File: config.mk
export PLATFORM = sky130hd
export DESIGN_NAME = jssd_ram
export DESIGN_NICKNAME = d
export VERILOG_FILES = /design/src/hdl/jssd_ram.sv
export SDC_FILE = /design/constraint.sdc
export NUM_CORES = 1
export LEC_CHECK = 0
export ABC_CLOCK_PERIOD_IN_PS = 2600
export BUFFER_PORTS_ARGS = -buffer_cell sky130_fd_sc_hd__buf_2
export CORE_MARGIN = 8
export CORE_UTILIZATION = 52
export CTS_BUF_LIST = sky130_fd_sc_hd__clkbuf_4 sky130_fd_sc_hd__clkbuf_8
export CTS_CLUSTER_DIAMETER = 80
export DETAILED_ROUTE_END_ITERATION = 10
export GPL_ROUTABILITY_DRIVEN = 1
export HOLD_SLACK_MARGIN = 0.02
export PLACE_DENSITY = 0.69
export SLEW_MARGIN = 20
export SYNTH_ARGS = -nofsm -noshare
export SYNTH_HDL_FRONTEND = slang
export SYNTH_SLANG_ARGS = --single-unit
export TNS_END_PERCENT = 100
File: constraint.sdc
create_clock -name clk -period 2.6 [get_ports clk]
set_clock_uncertainty 0.05 [all_clocks]
set_input_delay 0 -clock clk [delete_from_list [all_inputs] [get_ports clk]]
set_output_delay 0 -clock clk [all_outputs]
set_load 0.02 [all_outputs]
File: src/hdl/jssd_ram.sv
// Generic simple dual-port RAM, one write and one registered read port.
// No dependencies.
module jssd_ram #(
  parameter int WIDTH = 8,
  parameter int DEPTH = 16
) (
  input  logic                     clk,
  input  logic                     we,
  input  logic [$clog2(DEPTH)-1:0] waddr,
  input  logic [WIDTH-1:0]         wdata,
  input  logic                     re,
  input  logic [$clog2(DEPTH)-1:0] raddr,
  output logic [WIDTH-1:0]         rdata
);

  logic [WIDTH-1:0] mem [DEPTH];

  always_ff @(posedge clk) begin
    if (we) begin
      mem[waddr] <= wdata;
    end
    if (re) begin
      rdata <= mem[raddr];
    end
  end

endmodule

==> results.md <==
* Clk pin slew, worst setup/hold paths at 80 ps
* Mapped Cells at 229
* First-pass GRT wire length at 14.5 mm
* Maximum clock frequency at 654 MHz
* Pwr Density at 745 nW/µm²
* Worst-skew pair later-pin latency at 420 ps
* DRT iter0 DRCs at 129
* Worst-Margin Slew at 951 ps
* Status: finished, final reports clean
* Most frequent cells in the layout: edfxtp_1, buf_2, mux4_2, clkbuf_8, a22oi_1
* Sequential share of the synthesized area at 78.1%
* Crit path arrival time at 1650 ps
* Final setup violation count at 0
* Die W at 116 µm
* Nets at 305
* Initial antenna violation count at 0
* N_diodes at 0
* GRT Total Usage at 15.5%
* Die Ht at 116 µm
* Routability Congestion at 0.721
* Leak at 0.00201 µW
* Fin crit period at 1530 ps
* Total number of vias at 2,427
* Count of cell types in the netlist at 18
* Compound-Gate Fraction of Synth Area at 2.30%
* Worst VDD drop at 0.000375 V
* Via density at 5.63
* Yosys reg bits at 136
* Beginning of the worst hold path: waddr[0]
* Pins Over Slew Limit at 0
* Area occupied by multi-input gates at 1060 µm²
* CTS HTree Levels at 4
* Crit. Startpoint: mem[10][2]$_DFFE_PP_
* Post-CTS Setup Inserts at 0
* Largest net degree at the start of global routing at 23
* Row Count at 36
* Initial Util at 53.5%
* RSZ-0062 raised after global routing: false
* Critical path data required time at 2720 ps
* Syn. warnings at 0
* DR pass1 iterations at 4
* Total wire length at 9.47 mm
* Fin crit share at 58.8%
* Core area at 9770 µm²
* WL/cell at 22.0 µm
* HPWL Detailed at 6.14 mm
* Area Growth Syn to Fin at 15.6%
* Adder-Cell Fraction of Synth Area at 0%
* Maximum clock path buffer count at 2
* Number of global-route vias before repair at 2,524
* Worst setup SP type: register
* Critical path class: register to register
* FF-to-FF Start: mem[10][2]$_DFFE_PP_
* Post-route ant nets at 0
* Layout cells sized above 1 at 28.9%
* Reg area at 4080 µm²
* # IOs at 27
* Main combinational cell family by area after synthesis: multiplexers
* Port bufs at 26
* Max FO, Critical Path at 1
* Average size of a mapped cell at 22.8 µm²
* Die area at 13,500 µm²
* Max_slew headroom at 36.4%
* Cts bufs inserted at 17
* Fin. Hold Viols at 0
* Mux contribution to synthesized area at 14.8%
* Mapped Area at 5230 µm²
* CTS tree: built
* Syn nets at 248
* Post-synthesis xor/xnor area fraction at 0%
* Hold crit path type: input pin to register
* Final design utilization at 61.8%
* Clk Tree Root Cell: clkbuf_8
* DRC viols at 0
* Simple-gate share of the synthesized area at 3.14%
* Commonest non-fill, non-tap cell in the layout: edfxtp_1
* Crit. End Element: register
* Number of fill cells at 690
* Grt total ovfl at 0
* Maxcap violations at 0
* Setup TNS Final at 0 ps
* CTS Sinks at 136
==> metal layers <==
metal  vias up  track usage, %  share of wire (%)
met5         -               0                  0
met2        71            24.5                 51
li1       1089               -                  -
met4         0            6.74                1.5
met1      1255            19.4                 41
met3        12            4.65                6.8
==> report_power, final <==
group	total, µW	leakage [µW]	internal (µW)	switching (µW)
clock	1790	0.000200	1030	756
combinational	235	0.000578	100	135
sequential	2480	0.00124	2470	12.5
total	4500	0.00201	3600	904
==> Yosys cell counts, drive strengths merged <==
cell / instances / share of area (%)
a22oi: 16 / 2.3
and2: 1 / 0.12
and2b: 1 / 0.14
buf: 7 / 1.1
clkdlybuf4s25: 3 / 0.57
edfxtp: 136 / 78
mux4: 32 / 15
nand2: 9 / 0.65
nand2b: 2 / 0.24
nand3: 1 / 0.096
nand3b: 2 / 0.29
nor2: 13 / 0.93
nor2b: 1 / 0.12
nor3: 4 / 0.38
or3b: 1 / 0.17
==> worst paths after layout <==
kind	end	slack [ps]	cells after the start
max	rdata[2]$_DFFE_PP_	1070	3
min	mem[0][5]$_DFFE_PP_	80	3
max reg2reg	rdata[2]$_DFFE_PP_	1070	3
min reg2reg	rdata[4]$_DFFE_PP_	700	3
==> registers in the layout, indices dropped and copies added, names as in the netlist <==
| name | count |
|---|---|
| rdata | 8 |
| mem | 128 |
==> layout make-up <==
class                   count  area share, %
flip-flops and latches    136           67.6
multi-input cells          83           17.5
repair buffers             48           5.26
clock buffers              17           3.87
clock inverters            14           3.00
well taps                 133           2.75
==> critical path: stages (launching register included) <==
cell      delay, ps
edfxtp_1        370
mux4_1          500
a22oi_1         250
nand2_1         110
==> logic make-up (layout without fill, tap and decap cells) <==
logic type,count (synthesis),in the layout
DFF,136,136
and+or+nand+nor,35,35
muxes,32,32
AOI/OAI and AO/OA,16,16
buffers and inverters,10,79
==> what timing repair did <==
action | in CTS | in global routing
endpoints found under the hold margin | 136 | 0
hold buffers | 9 | 0
resized for setup | 0 | 0
==> per-stage QoR <==
step,worst slack (ps),area [µm²],hold WS [ps],std cells,power [µW]
final,1070,6040,81.7,431,4500
after global routing,971,6040,88.2,431,4650
after floorplan,1060,5230,48.9,229,2660
after global placement,785,5540,339,391,2750
after detailed placement,740,5540,334,391,2760
after CTS,1030,6040,56.7,431,4530
Note: power is estimated with default switching activity, not from simulation.
