### config.mk
export PLATFORM = sky130hd
export DESIGN_NAME = jssd_time
export DESIGN_NICKNAME = d
export VERILOG_FILES = /design/src/hdl/jssd_pkg.sv /design/src/hdl/jssd_time.sv
export SDC_FILE = /design/constraint.sdc
export NUM_CORES = 1
export LEC_CHECK = 0
export BUFFER_PORTS_ARGS = -buffer_cell sky130_fd_sc_hd__buf_2
export CELL_PAD_IN_SITES_DETAIL_PLACEMENT = 1
export CELL_PAD_IN_SITES_GLOBAL_PLACEMENT = 1
export CORE_MARGIN = 2
export CORE_UTILIZATION = 40
export DETAILED_ROUTE_END_ITERATION = 12
export PLACE_DENSITY = 0.63
export SYNTH_ARGS = -nofsm -noshare
export SYNTH_HDL_FRONTEND = slang
export SYNTH_SLANG_ARGS = --single-unit
### constraint.sdc
create_clock -name clk -period 11.71 [get_ports clk]
set_clock_uncertainty 0.1 [all_clocks]
set_input_delay 2.9275 -clock clk [delete_from_list [all_inputs] [get_ports clk]]
set_output_delay 2.9275 -clock clk [all_outputs]
set_load 0.02 [all_outputs]
### src/hdl/jssd_pkg.sv
// Package for the job-shop schedule decoder.
// Holds sizes, operation and register codes and the issue-stage struct.
// No dependencies.
package jssd_pkg;

  localparam int MAX_JOBS      = 16;
  localparam int MAX_MACHINES  = 16;
  localparam int DURATION_BITS = 16;

  localparam int JOB_W       = 4;
  localparam int POS_W       = 4;
  localparam int MACH_W      = 4;
  localparam int DUR_W       = 16;
  localparam int TIME_W      = 24;
  localparam int CNT_W       = 5;
  localparam int CFG_W       = 5;
  localparam int CFG_INDEX_W = 1;

  localparam int TABLE_DEPTH = MAX_JOBS * MAX_MACHINES;
  localparam int ADDR_W      = (TABLE_DEPTH > 1) ? $clog2(TABLE_DEPTH) : 1;
  localparam int JIDX_W      = (MAX_JOBS > 1) ? $clog2(MAX_JOBS) : 1;
  localparam int SLOT_W      = (MAX_MACHINES > 1) ? $clog2(MAX_MACHINES) : 1;
  localparam int ENTRY_W     = MACH_W + DURATION_BITS;

  localparam logic OP_LOAD  = 1'b0;
  localparam logic OP_SCHED = 1'b1;

  localparam logic [CFG_INDEX_W-1:0] CFG_NUM_JOBS     = 1'b0;
  localparam logic [CFG_INDEX_W-1:0] CFG_NUM_MACHINES = 1'b1;

  typedef struct packed {
    logic             valid;
    logic [JOB_W-1:0] job;
    logic [POS_W-1:0] pos;
    logic             error;
    logic             last;
  } issue_t;

endpackage

### src/hdl/jssd_time.sv
// Timing stage: job-ready and machine-free stores, start/finish arithmetic,
// running makespan and the result register. Uses jssd_pkg.
module jssd_time (
  input  logic                                clk,
  input  logic                                rst,
  input  jssd_pkg::issue_t                    issue,
  input  logic [jssd_pkg::ENTRY_W-1:0]        entry,
  input  logic                                res_stall,
  output logic                                fire,
  output logic                                res_valid,
  output logic [jssd_pkg::JOB_W-1:0]          out_job,
  output logic [jssd_pkg::POS_W-1:0]          out_position,
  output logic [jssd_pkg::MACH_W-1:0]         out_machine,
  output logic [jssd_pkg::TIME_W-1:0]         start_time,
  output logic [jssd_pkg::TIME_W-1:0]         finish_time,
  output logic [jssd_pkg::TIME_W-1:0]         makespan,
  output logic                                done_res,
  output logic                                error
);

  logic [jssd_pkg::TIME_W-1:0] job_ready [jssd_pkg::MAX_JOBS];
  logic [jssd_pkg::TIME_W-1:0] mach_free [jssd_pkg::MAX_MACHINES];
  logic [jssd_pkg::TIME_W-1:0] span;

  logic [jssd_pkg::MACH_W-1:0]        mach;
  logic [jssd_pkg::DURATION_BITS-1:0] dur;
  logic [jssd_pkg::SLOT_W-1:0]        slot;
  logic [jssd_pkg::JIDX_W-1:0]        jidx;
  logic [jssd_pkg::TIME_W-1:0]        jr;
  logic [jssd_pkg::TIME_W-1:0]        mf;
  logic [jssd_pkg::TIME_W-1:0]        start;
  logic [jssd_pkg::TIME_W:0]          sum;
  logic [jssd_pkg::TIME_W-1:0]        finish;
  logic [jssd_pkg::TIME_W-1:0]        span_next;

  always_comb begin
    mach      = entry[jssd_pkg::ENTRY_W-1 -: jssd_pkg::MACH_W];
    dur       = entry[jssd_pkg::DURATION_BITS-1:0];
    slot      = jssd_pkg::SLOT_W'(mach % jssd_pkg::MAX_MACHINES);
    jidx      = jssd_pkg::JIDX_W'(issue.job);
    jr        = job_ready[jidx];
    mf        = mach_free[slot];
    start     = (mf > jr) ? mf : jr;
    sum       = {1'b0, start} + (jssd_pkg::TIME_W + 1)'(dur);
    finish    = sum[jssd_pkg::TIME_W] ? '1 : sum[jssd_pkg::TIME_W-1:0];
    span_next = (finish > span) ? finish : span;
    fire      = issue.valid && (!res_valid || !res_stall);
  end

  always_ff @(posedge clk) begin
    if (rst) begin
      for (int i = 0; i < jssd_pkg::MAX_JOBS; i++) begin
        job_ready[i] <= '0;
      end
      for (int i = 0; i < jssd_pkg::MAX_MACHINES; i++) begin
        mach_free[i] <= '0;
      end
      span      <= '0;
      res_valid <= 1'b0;
    end else begin
      if (fire) begin
        res_valid <= 1'b1;
      end else if (!res_stall) begin
        res_valid <= 1'b0;
      end
      if (fire && issue.last) begin
        for (int i = 0; i < jssd_pkg::MAX_JOBS; i++) begin
          job_ready[i] <= '0;
        end
        for (int i = 0; i < jssd_pkg::MAX_MACHINES; i++) begin
          mach_free[i] <= '0;
        end
        span <= '0;
      end else if (fire && !issue.error) begin
        job_ready[jidx] <= finish;
        mach_free[slot] <= finish;
        span            <= span_next;
      end
    end
    if (fire) begin
      out_job      <= issue.job;
      out_position <= issue.pos;
      done_res     <= issue.last;
      error        <= issue.error;
      if (issue.error) begin
        out_machine <= '0;
        start_time  <= '0;
        finish_time <= '0;
        makespan    <= span;
      end else begin
        out_machine <= mach;
        start_time  <= start;
        finish_time <= finish;
        makespan    <= span_next;
      end
    end
  end

endmodule

==> out/results.tsv <==
metric	value	unit
setup_viol	0	
p_sw_share	31.9	%
cts_num_sinks	879	
cp_common_cell	buf_12	
ff_latch_area	26100	µm²
netlist_instances	2781	
multi_input_area	12100	µm²
p_per_area	194	nW/µm²
synthDominantCellAreaShare	65.1	%
cp_top_family	compound AO/OA/AOI/OAI gates	
antenna_left	0	
syn_to_final_growth	14.7	%
pin_count	122	
holdWs	378	ps
clkTransAtPathRegs	60	ps
p_total	8.78	mW
synthesis.area	39400	µm²
cp_slowest_cell	mux4_2	
path_class	in2reg	
finalHoldViolCount	0	
nets	3020	
portBuffers	121	
setup_ws	581	ps
grt_setup_unrepaired	no	
crit_arrival	11460	ps
fp.coreArea	98000	µm²
clk_latency	680	ps
place_ws	-744	ps
nFillCells	9735	
p_leak	17.0	nW
ys_seq_area_share	66.4	%
drt-wirelength-per-cell	28.2	µm
synth_warnings	0	
vias_per_cell	5.69	
grt_first_pass_wirelength	178	mm
hold_path.class	reg2reg	
crit_fanout	25	
wirelength	121	mm
async_flop_share	0	%
fmax	0.0899	GHz
endpoint_kind	flop	
synth-edff-count	854	
grt_pass1_vias	26100	
post_cts_buffers	0	
fp-row-count	115	
grt_usage	24.1	%
power_frac_comb	23.2	%
run_status	completed	
clk_path_buf_depth	3	
initial_core_util	40.2	%
power.share.clock	33.9	%
dpl.hpwl	78.9	mm
ir_drop	165	µV
critPathBufInv	9	
cp.required	12040	ps
yosysUniqueCellTypes	65	
synth.most_common_cell	edfxtp_1	
synthTopCellsByArea	edfxtp_1, mux4_2, nor2_1, ha_1, dfxtp_1	
dr.pass1.iters	5	
vias	24400	
post-route-drc-count	0	
cpPeakStageDelay	530	ps
cts_tree	built	
htreeDepth	3	
layoutNonFillerInstCount	4290	
intPower	5.98	mW
yosysTopAreaCell	edfxtp_1	
relSlewSlack	10.5	%
cts-buffers-inserted	94	
cts_hold_buffers	0	
ys_ff_latch	879	
die_h	318	µm
fin_crit	11130	ps
syn_area_per_cell	14.2	µm²
cp-start-kind	input port	
syn-num-nets	2880	
p_switching	2.80	mW
tns	0	ps
dieArea	101000	µm²
p_seq_share	42.9	%
synth_flop_cell	edfxtp_1	
gp_congestion	0.860	
dp.cells	4112	
period_share	95.0	%
worstMarginPinSlew	1340	ps
slew_viol_final	0	
layout-drive-gt1-share	23.6	%
antenna_found_initial	13	
chipWidth	318	µm
grt-ovfl-total	0	
ys_top_cells_by_count	edfxtp_1, nor2_1, mux4_2	
grt_max_degree	58	
cts-root-buf	clkbuf_16	
drv_cap	0	
drtIter0Drc	2474	
[state kept, by name (all words and copies together) (netlist names)]
name and cells:
out_position 4, span 24, finish_time 24, out_job 4, job_ready 384, start_time 24, out_machine 4, makespan 24
mach_free 384, res_valid 1, done_res 1, error 1
[repair_timing]
| action | in CTS | in global routing |
|---|---|---|
| pin swaps | 0 | 0 |
| gates cloned | 0 | 0 |
| endpoints found under the setup margin | 21 | 48 |
| resized for setup | 1 | 7 |
[per-stage QoR]
step / cell area, µm² / util, %
2_1_floorplan: 39400 / -
3_3_place_gp: 42100 / 43.0
3_5_place_dp: 42100 / 43.0
4_1_cts: 45100 / 46.1
5_1_grt: 45200 / 46.1
6_report: 45200 / 46.1
[cell type report]
class / count / area share [%]
clock buffers: 127 / 5.64
well taps: 1287 / 3.56
diodes: 4 / 0.0222
multi-input cells: 1603 / 26.8
inverters: 73 / 0.607
repair buffers: 270 / 4.38
flip-flops and latches: 879 / 57.9
clock inverters: 47 / 1.07
[layout by cell type, fill, tap and decap left out, drive strengths merged, types with 25 or more instances in the layout]
master and count:
nor2 862, edfxtp 854, buf 270, mux4 224, clkbuf 127, nand2 109
a21oi 82, inv 76, ha 64, o21ai 47, clkinv 31, nor2b 28
a22oi 25, dfxtp 25
[power groups by stage]
stage,Combinational (mW),Sequential [mW],Clock (mW)
5_1_grt,2.20,3.79,3.14
6_report,2.03,3.77,2.98
2_1_floorplan,1.19,3.86,0
3_3_place_gp,1.98,3.82,0
3_5_place_dp,2.02,3.83,0
4_1_cts,2.04,3.77,3.03
[final timing paths]
check,from,endpoint,slack [ps],cells after the start
worst max register to register,job_ready[2][16]$_SDFFCE_PN0P_,makespan[23]$_DFFE_PP_,3000,31
worst min register to register,span[23]$_SDFFE_PP0P_,span[23]$_SDFFE_PP0P_,380,2
worst min-delay path,span[23]$_SDFFE_PP0P_,span[23]$_SDFFE_PP0P_,380,2
worst max-delay path,issue[6],makespan[23]$_DFFE_PP_,580,33
[layer usage]
| metal | part of all wire, % | track usage, % |
|---|---|---|
| met5 | 0.050 | 0 |
| met4 | 3.3 | 8.20 |
| met3 | 7.9 | 5.73 |
| met2 | 49 | 39.7 |
| met1 | 40 | 31.3 |
[cells by family (layout without fill, tap and decap cells)]
kind of cell               after synthesis  in the layout  share of synthesized area (%)
and+or+nand+nor                       1062           1062                           11.0
DFF                                    879            879                           66.4
buffers and inverters                  299            517                           3.26
muxes                                  244            244                           13.4
AOI/OAI and AO/OA                      213            213                           3.51
adders and majority gates               65             65                           2.08
xor gates and xnor gates                19             19                          0.423
other                                    0              4                              0
[tightest hold or removal path: stages (launching register included)]
cell	delay (ps)
dfxtp_1	310
nand2_1	50
o22ai_1	60
No activity file was read; power rests on OpenSTA's default activity.
