File: config.mk
export PLATFORM = sky130hd
export DESIGN_NAME = jssd_seq
export DESIGN_NICKNAME = d
export VERILOG_FILES = /design/src/hdl/jssd_pkg.sv /design/src/hdl/jssd_seq.sv
export SDC_FILE = /design/constraint.sdc
export NUM_CORES = 1
export LEC_CHECK = 0
export BUFFER_PORTS_ARGS = -buffer_cell sky130_fd_sc_hd__buf_2
export CAP_MARGIN = 5
export CELL_PAD_IN_SITES_DETAIL_PLACEMENT = 0
export CELL_PAD_IN_SITES_GLOBAL_PLACEMENT = 1
export CORE_MARGIN = 2
export CORE_UTILIZATION = 52
export CTS_BUF_LIST = sky130_fd_sc_hd__clkbuf_8
export CTS_CLUSTER_DIAMETER = 80
export DETAILED_ROUTE_END_ITERATION = 8
export PLACE_DENSITY_LB_ADDON = 0.25
export SLEW_MARGIN = 15
export SYNTH_ARGS = -nofsm -noshare
export SYNTH_HDL_FRONTEND = slang
export SYNTH_SLANG_ARGS = --single-unit
export TNS_END_PERCENT = 10
File: constraint.sdc
create_clock -name clk -period 5.7 [get_ports clk]
set_clock_uncertainty 0.2 [all_clocks]
set_input_delay 1.14 -clock clk [delete_from_list [all_inputs] [get_ports clk]]
set_output_delay 1.14 -clock clk [all_outputs]
set_load 0.01 [all_outputs]
File: src/hdl/jssd_pkg.sv
// Package for the job-shop schedule decoder.
// Holds sizes, operation and register codes and the issue-stage struct.
// No dependencies.
package jssd_pkg;

  localparam int MAX_JOBS      = 16;
  localparam int MAX_MACHINES  = 16;
  localparam int DURATION_BITS = 16;

  localparam int JOB_W       = 4;
  localparam int POS_W       = 4;
  localparam int MACH_W      = 4;
  localparam int DUR_W       = 16;
  localparam int TIME_W      = 24;
  localparam int CNT_W       = 5;
  localparam int CFG_W       = 5;
  localparam int CFG_INDEX_W = 1;

  localparam int TABLE_DEPTH = MAX_JOBS * MAX_MACHINES;
  localparam int ADDR_W      = (TABLE_DEPTH > 1) ? $clog2(TABLE_DEPTH) : 1;
  localparam int JIDX_W      = (MAX_JOBS > 1) ? $clog2(MAX_JOBS) : 1;
  localparam int SLOT_W      = (MAX_MACHINES > 1) ? $clog2(MAX_MACHINES) : 1;
  localparam int ENTRY_W     = MACH_W + DURATION_BITS;

  localparam logic OP_LOAD  = 1'b0;
  localparam logic OP_SCHED = 1'b1;

  localparam logic [CFG_INDEX_W-1:0] CFG_NUM_JOBS     = 1'b0;
  localparam logic [CFG_INDEX_W-1:0] CFG_NUM_MACHINES = 1'b1;

  typedef struct packed {
    logic             valid;
    logic [JOB_W-1:0] job;
    logic [POS_W-1:0] pos;
    logic             error;
    logic             last;
  } issue_t;

endpackage

File: src/hdl/jssd_seq.sv
// Issue stage: configuration registers, per-job operation counters,
// error check and operation-table addressing. Uses jssd_pkg.
module jssd_seq (
  input  logic                             clk,
  input  logic                             rst,
  input  logic                             cfg_we,
  input  logic [jssd_pkg::CFG_INDEX_W-1:0] cfg_index,
  input  logic [jssd_pkg::CFG_W-1:0]       cfg_data,
  input  logic                             accept,
  input  logic                             op,
  input  logic [jssd_pkg::JOB_W-1:0]       job,
  input  logic                             last,
  input  logic                             fire,
  output logic                             rd_en,
  output logic [jssd_pkg::ADDR_W-1:0]      rd_addr,
  output jssd_pkg::issue_t                 issue
);

  logic [jssd_pkg::CFG_W-1:0] num_jobs;
  logic [jssd_pkg::CFG_W-1:0] num_machines;
  logic [jssd_pkg::CNT_W-1:0] next_op [jssd_pkg::MAX_JOBS];

  logic [jssd_pkg::CFG_W-1:0]  nj;
  logic [jssd_pkg::CFG_W-1:0]  nm;
  logic                        in_range;
  logic [jssd_pkg::JIDX_W-1:0] jidx;
  logic [jssd_pkg::CNT_W-1:0]  cur;
  logic                        bad;
  logic [jssd_pkg::POS_W-1:0]  pos;
  logic                        sched;

  always_comb begin
    nj = (num_jobs > jssd_pkg::CFG_W'(jssd_pkg::MAX_JOBS)) ?
         jssd_pkg::CFG_W'(jssd_pkg::MAX_JOBS) : num_jobs;
    nm = (num_machines > jssd_pkg::CFG_W'(jssd_pkg::MAX_MACHINES)) ?
         jssd_pkg::CFG_W'(jssd_pkg::MAX_MACHINES) : num_machines;
    in_range = ({1'b0, job} < (jssd_pkg::JOB_W + 1)'(jssd_pkg::MAX_JOBS));
    jidx     = jssd_pkg::JIDX_W'(job);
    cur      = in_range ? next_op[jidx] : '0;
    bad      = ({1'b0, job} >= jssd_pkg::CFG_W'(nj)) || (cur >= nm);
    pos      = jssd_pkg::POS_W'(cur);
    sched    = accept && (op == jssd_pkg::OP_SCHED);
    rd_en    = sched;
    rd_addr  = jssd_pkg::ADDR_W'(jssd_pkg::ADDR_W'(jidx) *
               jssd_pkg::ADDR_W'(jssd_pkg::MAX_MACHINES) + jssd_pkg::ADDR_W'(pos));
  end

  always_ff @(posedge clk) begin
    if (rst) begin
      num_jobs     <= jssd_pkg::CFG_W'(jssd_pkg::MAX_JOBS);
      num_machines <= jssd_pkg::CFG_W'(jssd_pkg::MAX_MACHINES);
      for (int i = 0; i < jssd_pkg::MAX_JOBS; i++) begin
        next_op[i] <= '0;
      end
      issue.valid <= 1'b0;
    end else begin
      if (cfg_we) begin
        case (cfg_index)
          jssd_pkg::CFG_NUM_JOBS:     num_jobs     <= cfg_data;
          jssd_pkg::CFG_NUM_MACHINES: num_machines <= cfg_data;
          default: ;
        endcase
      end
      if (sched) begin
        if (last) begin
          for (int i = 0; i < jssd_pkg::MAX_JOBS; i++) begin
            next_op[i] <= '0;
          end
        end else if (!bad) begin
          next_op[jidx] <= cur + 1'b1;
        end
        issue.valid <= 1'b1;
      end else if (fire) begin
        issue.valid <= 1'b0;
      end
    end
    if (sched) begin
      issue.job   <= job;
      issue.pos   <= pos;
      issue.error <= bad;
      issue.last  <= last;
    end
  end

endmodule

==> metrics <==
DP Wirelength about 7500 um; sequential area share after synthesis about 58%; global placement routability congestion around 0.86; clock root buffer clkbuf_8; critical path required time about 5.6 ns; Die Wd 102 um; Setup TNS 0 ns; I/O Buffers 36; grt ovf 0; area of the multi-input gates 1850 um^2; initial antenna violation count 0; TritonCTS clock tree done; Clock Tree Buf Depth 2; capturing point of the worst reg2reg path next_op[4][4]; H-tree depth 3; synthesized cell area a little over 5000 um^2; CP Max Fanout between 80 and 90; Slew headroom a little over a fifth; largest net degree at the start of global routing 85; row cnt 35; Max-Cap Viols 0; # nets final 417; Critical Path Sink Type flop; vias in the first global route 3360; worst hold path class flop to flop; Die Area between 10000 and 15000 um^2; Setup crit start job[0]; CP Cell Sequence buf_2 -> buf_4 -> mux4_2 -> mux4_2 -> ha_1 -> a221oi_1 -> o21a_1 -> o211ai_1 -> buf_12 -> a2111oi_0; Vias 3400; fraction of registers with async set/reset 0%; Hold-fix buffers, CTS 0; Total GRT Usage about a quarter; Worst path top cell family by delay compound AO/OA/AOI/OAI gates; DRT antenna net count 0; most frequent CP cell mux4_2; TritonRoute pass-1 iters 5; Vias per Instance around 6.5; number of synthesized flops with an enable pin 90; Initial Util around 54%; CP Buf/Inv Count 3; Tmin final about 4.8 ns; unrepaired setup endpoints after global routing false; Worst-Skew Late Latency about 0.37 ns; layout cells sized above 1 between 20% and 30%; max layer used met4; final WL between 10000 and 15000 um; Routed WL per cell between 20 and 25 um; syn nets between 300 and 400; Reg2Reg Setup Slack roughly 1.9 ns; CTS Sinks between 100 and 150; Avg Synthesized Cell Area approximately 14 um^2; final slew viol count 0; # resized after CTS 0; FF-to-FF Start next_op[15][0]; IO Pins 37; synthesized instance count 370; run status complete, no violations; critical path's slowest cell mux4_2; VDD IR max 0.149 mV; first-pass GRT wire length between 15000 and 20000 um; CP peak stage delay 0.53 ns; core footprint between 9000 and 10000 um^2; Synth warnings 0; CTS clock-pin slew for the worst setup and hold paths about 0.11 ns; Final Cycle Share 84.6%; DP Area 5310 um^2; M1 WL 5050 um; Post-CTS Setup Inserts 0; Area Overhead vs Synth 9.03%; antenna cells 0; hold_ws ~0.27 ns; worst setup path endpoint next_op[4][4]; final setup vio count 0; crit path kind input pin to flop; die height between 100 and 150 um; Crit path depth 10; Hold Violations, Final 0; count of cell types in the netlist between 40 and 50; routed wire length on met2 a little under 6000 um; Leak 1.84 nW; Pwr per Cell Area about 270 nW/um^2; Pwr Total 1.51 mW; register area 2920 um^2; FF+latch count, synth about 100; DRC viols 0; CTS buffer count 9; DRT iter0 DRCs approximately 260; critical path arrival roughly 4.7 ns; wire length on met3 slightly below 800 um; f_max a little over 200 MHz; Worst Tran Pin Value approximately 1.2 ns; worst r2r path cells 10; startpoint types input pin; fin area about 5500 um^2; Layout fillers 748; Top FF cell, synth edfxtp_1
## synthesized netlist by cell type, types with 2 or more instances
library cell	number	area share, %
edfxtp_1	90	54
nor4_1	42	5.2
clkbuf_1	30	2.2
nand2_1	26	1.9
mux4_2	22	9.8
a2111oi_0	20	3.5
o31ai_1	15	2.2
nor2_1	13	0.97
a21oi_1	11	1.1
dfxtp_1	11	4.4
ha_1	10	2.5
inv_1	8	0.60
nand2b_1	8	0.99
a2111oi_2	7	2.1
nand3_1	7	0.70
buf_2	5	0.50
buf_4	4	0.60
buf_6	4	0.90
mux2i_1	4	0.80
nor2b_1	4	0.50
buf_1	3	0.22
and4_1	2	0.35
o2111ai_1	2	0.35
o211ai_1	2	0.30
o21ai_0	2	0.20
## metal layers
metal | GRT usage (%) | up-vias
met1 | 35.1 | 1673
met4 | 9.13 | 0
met2 | 38.8 | 160
li1 | - | 1547
met5 | 0 | -
met3 | 3.97 | 20
## worst min-delay path by stage
stage                     cells after the start  slack, ns               to            start
after floorplan                               2       0.23  num_machines[0]  num_machines[0]
after global placement                        2       0.25  num_machines[1]  num_machines[1]
after detailed placement                      2       0.26  num_machines[0]  num_machines[0]
after CTS                                     2       0.28  num_machines[2]  num_machines[2]
after global routing                          2       0.30  num_machines[0]  num_machines[0]
final                                         2       0.27  num_machines[0]  num_machines[0]
## worst min-delay path: cells and delay by family, from the launching register on
family | cells | cell delay [ns]
DFF | 1 | 0.33
and+or+nand+nor | 1 | 0.05
AOI/OAI and AO/OA | 1 | 0.05
## cell usage in the layout, fill, tap and decap left out, drive strengths merged, types with 9 or more instances in the layout
master / instances
edfxtp: 90
buf: 56
nor4: 42
a2111oi: 28
nand2: 26
mux4: 22
o31ai: 15
nor2: 13
inv: 12
dfxtp: 11
a21oi: 11
ha: 10
clkbuf: 9
## logic make-up (layout without fill, tap and decap cells)
| logic type | after synthesis | in the layout | share of synthesized area (%) |
|---|---|---|---|
| xor+xnor | 1 | 1 | 0.174 |
| compound gates | 67 | 67 | 11.5 |
| flops | 101 | 101 | 58.1 |
| simple gates | 109 | 109 | 11.7 |
| fa+ha+maj | 10 | 10 | 2.49 |
| mux | 26 | 26 | 10.6 |
| buf+inv | 56 | 81 | 5.42 |
## where the power goes
part	switching, mW	internal [mW]
sequential	0.0136	0.842
clock	0.264	0.165
combinational	0.151	0.0718
## metrics by stage
step / utilization (%) / worst slack, ns / instances
3_5_place_dp: 56.9 / 0.418 / 508
6_report: 58.8 / 0.878 / 524
4_1_cts: 58.8 / 0.839 / 524
2_1_floorplan: - / 0.864 / 370
3_3_place_gp: 56.9 / 0.596 / 508
5_1_grt: 58.8 / 0.578 / 524
## final cells by class
class	instances	share of cell area [%]
Inverter	9	0.616
Multi-Input combinational cell	213	33.6
Clock inverter	7	1.03
Timing Repair Buffer	56	6.25
Tap cell	129	2.94
Clock buffer	9	2.26
Sequential cell	101	53.3
## state kept, by name, summed over array words and instances (netlist names)
signal / flops
num_jobs: 5
next_op: 80
issue: 11
num_machines: 5
Note: power is estimated with default switching activity, not from simulation.
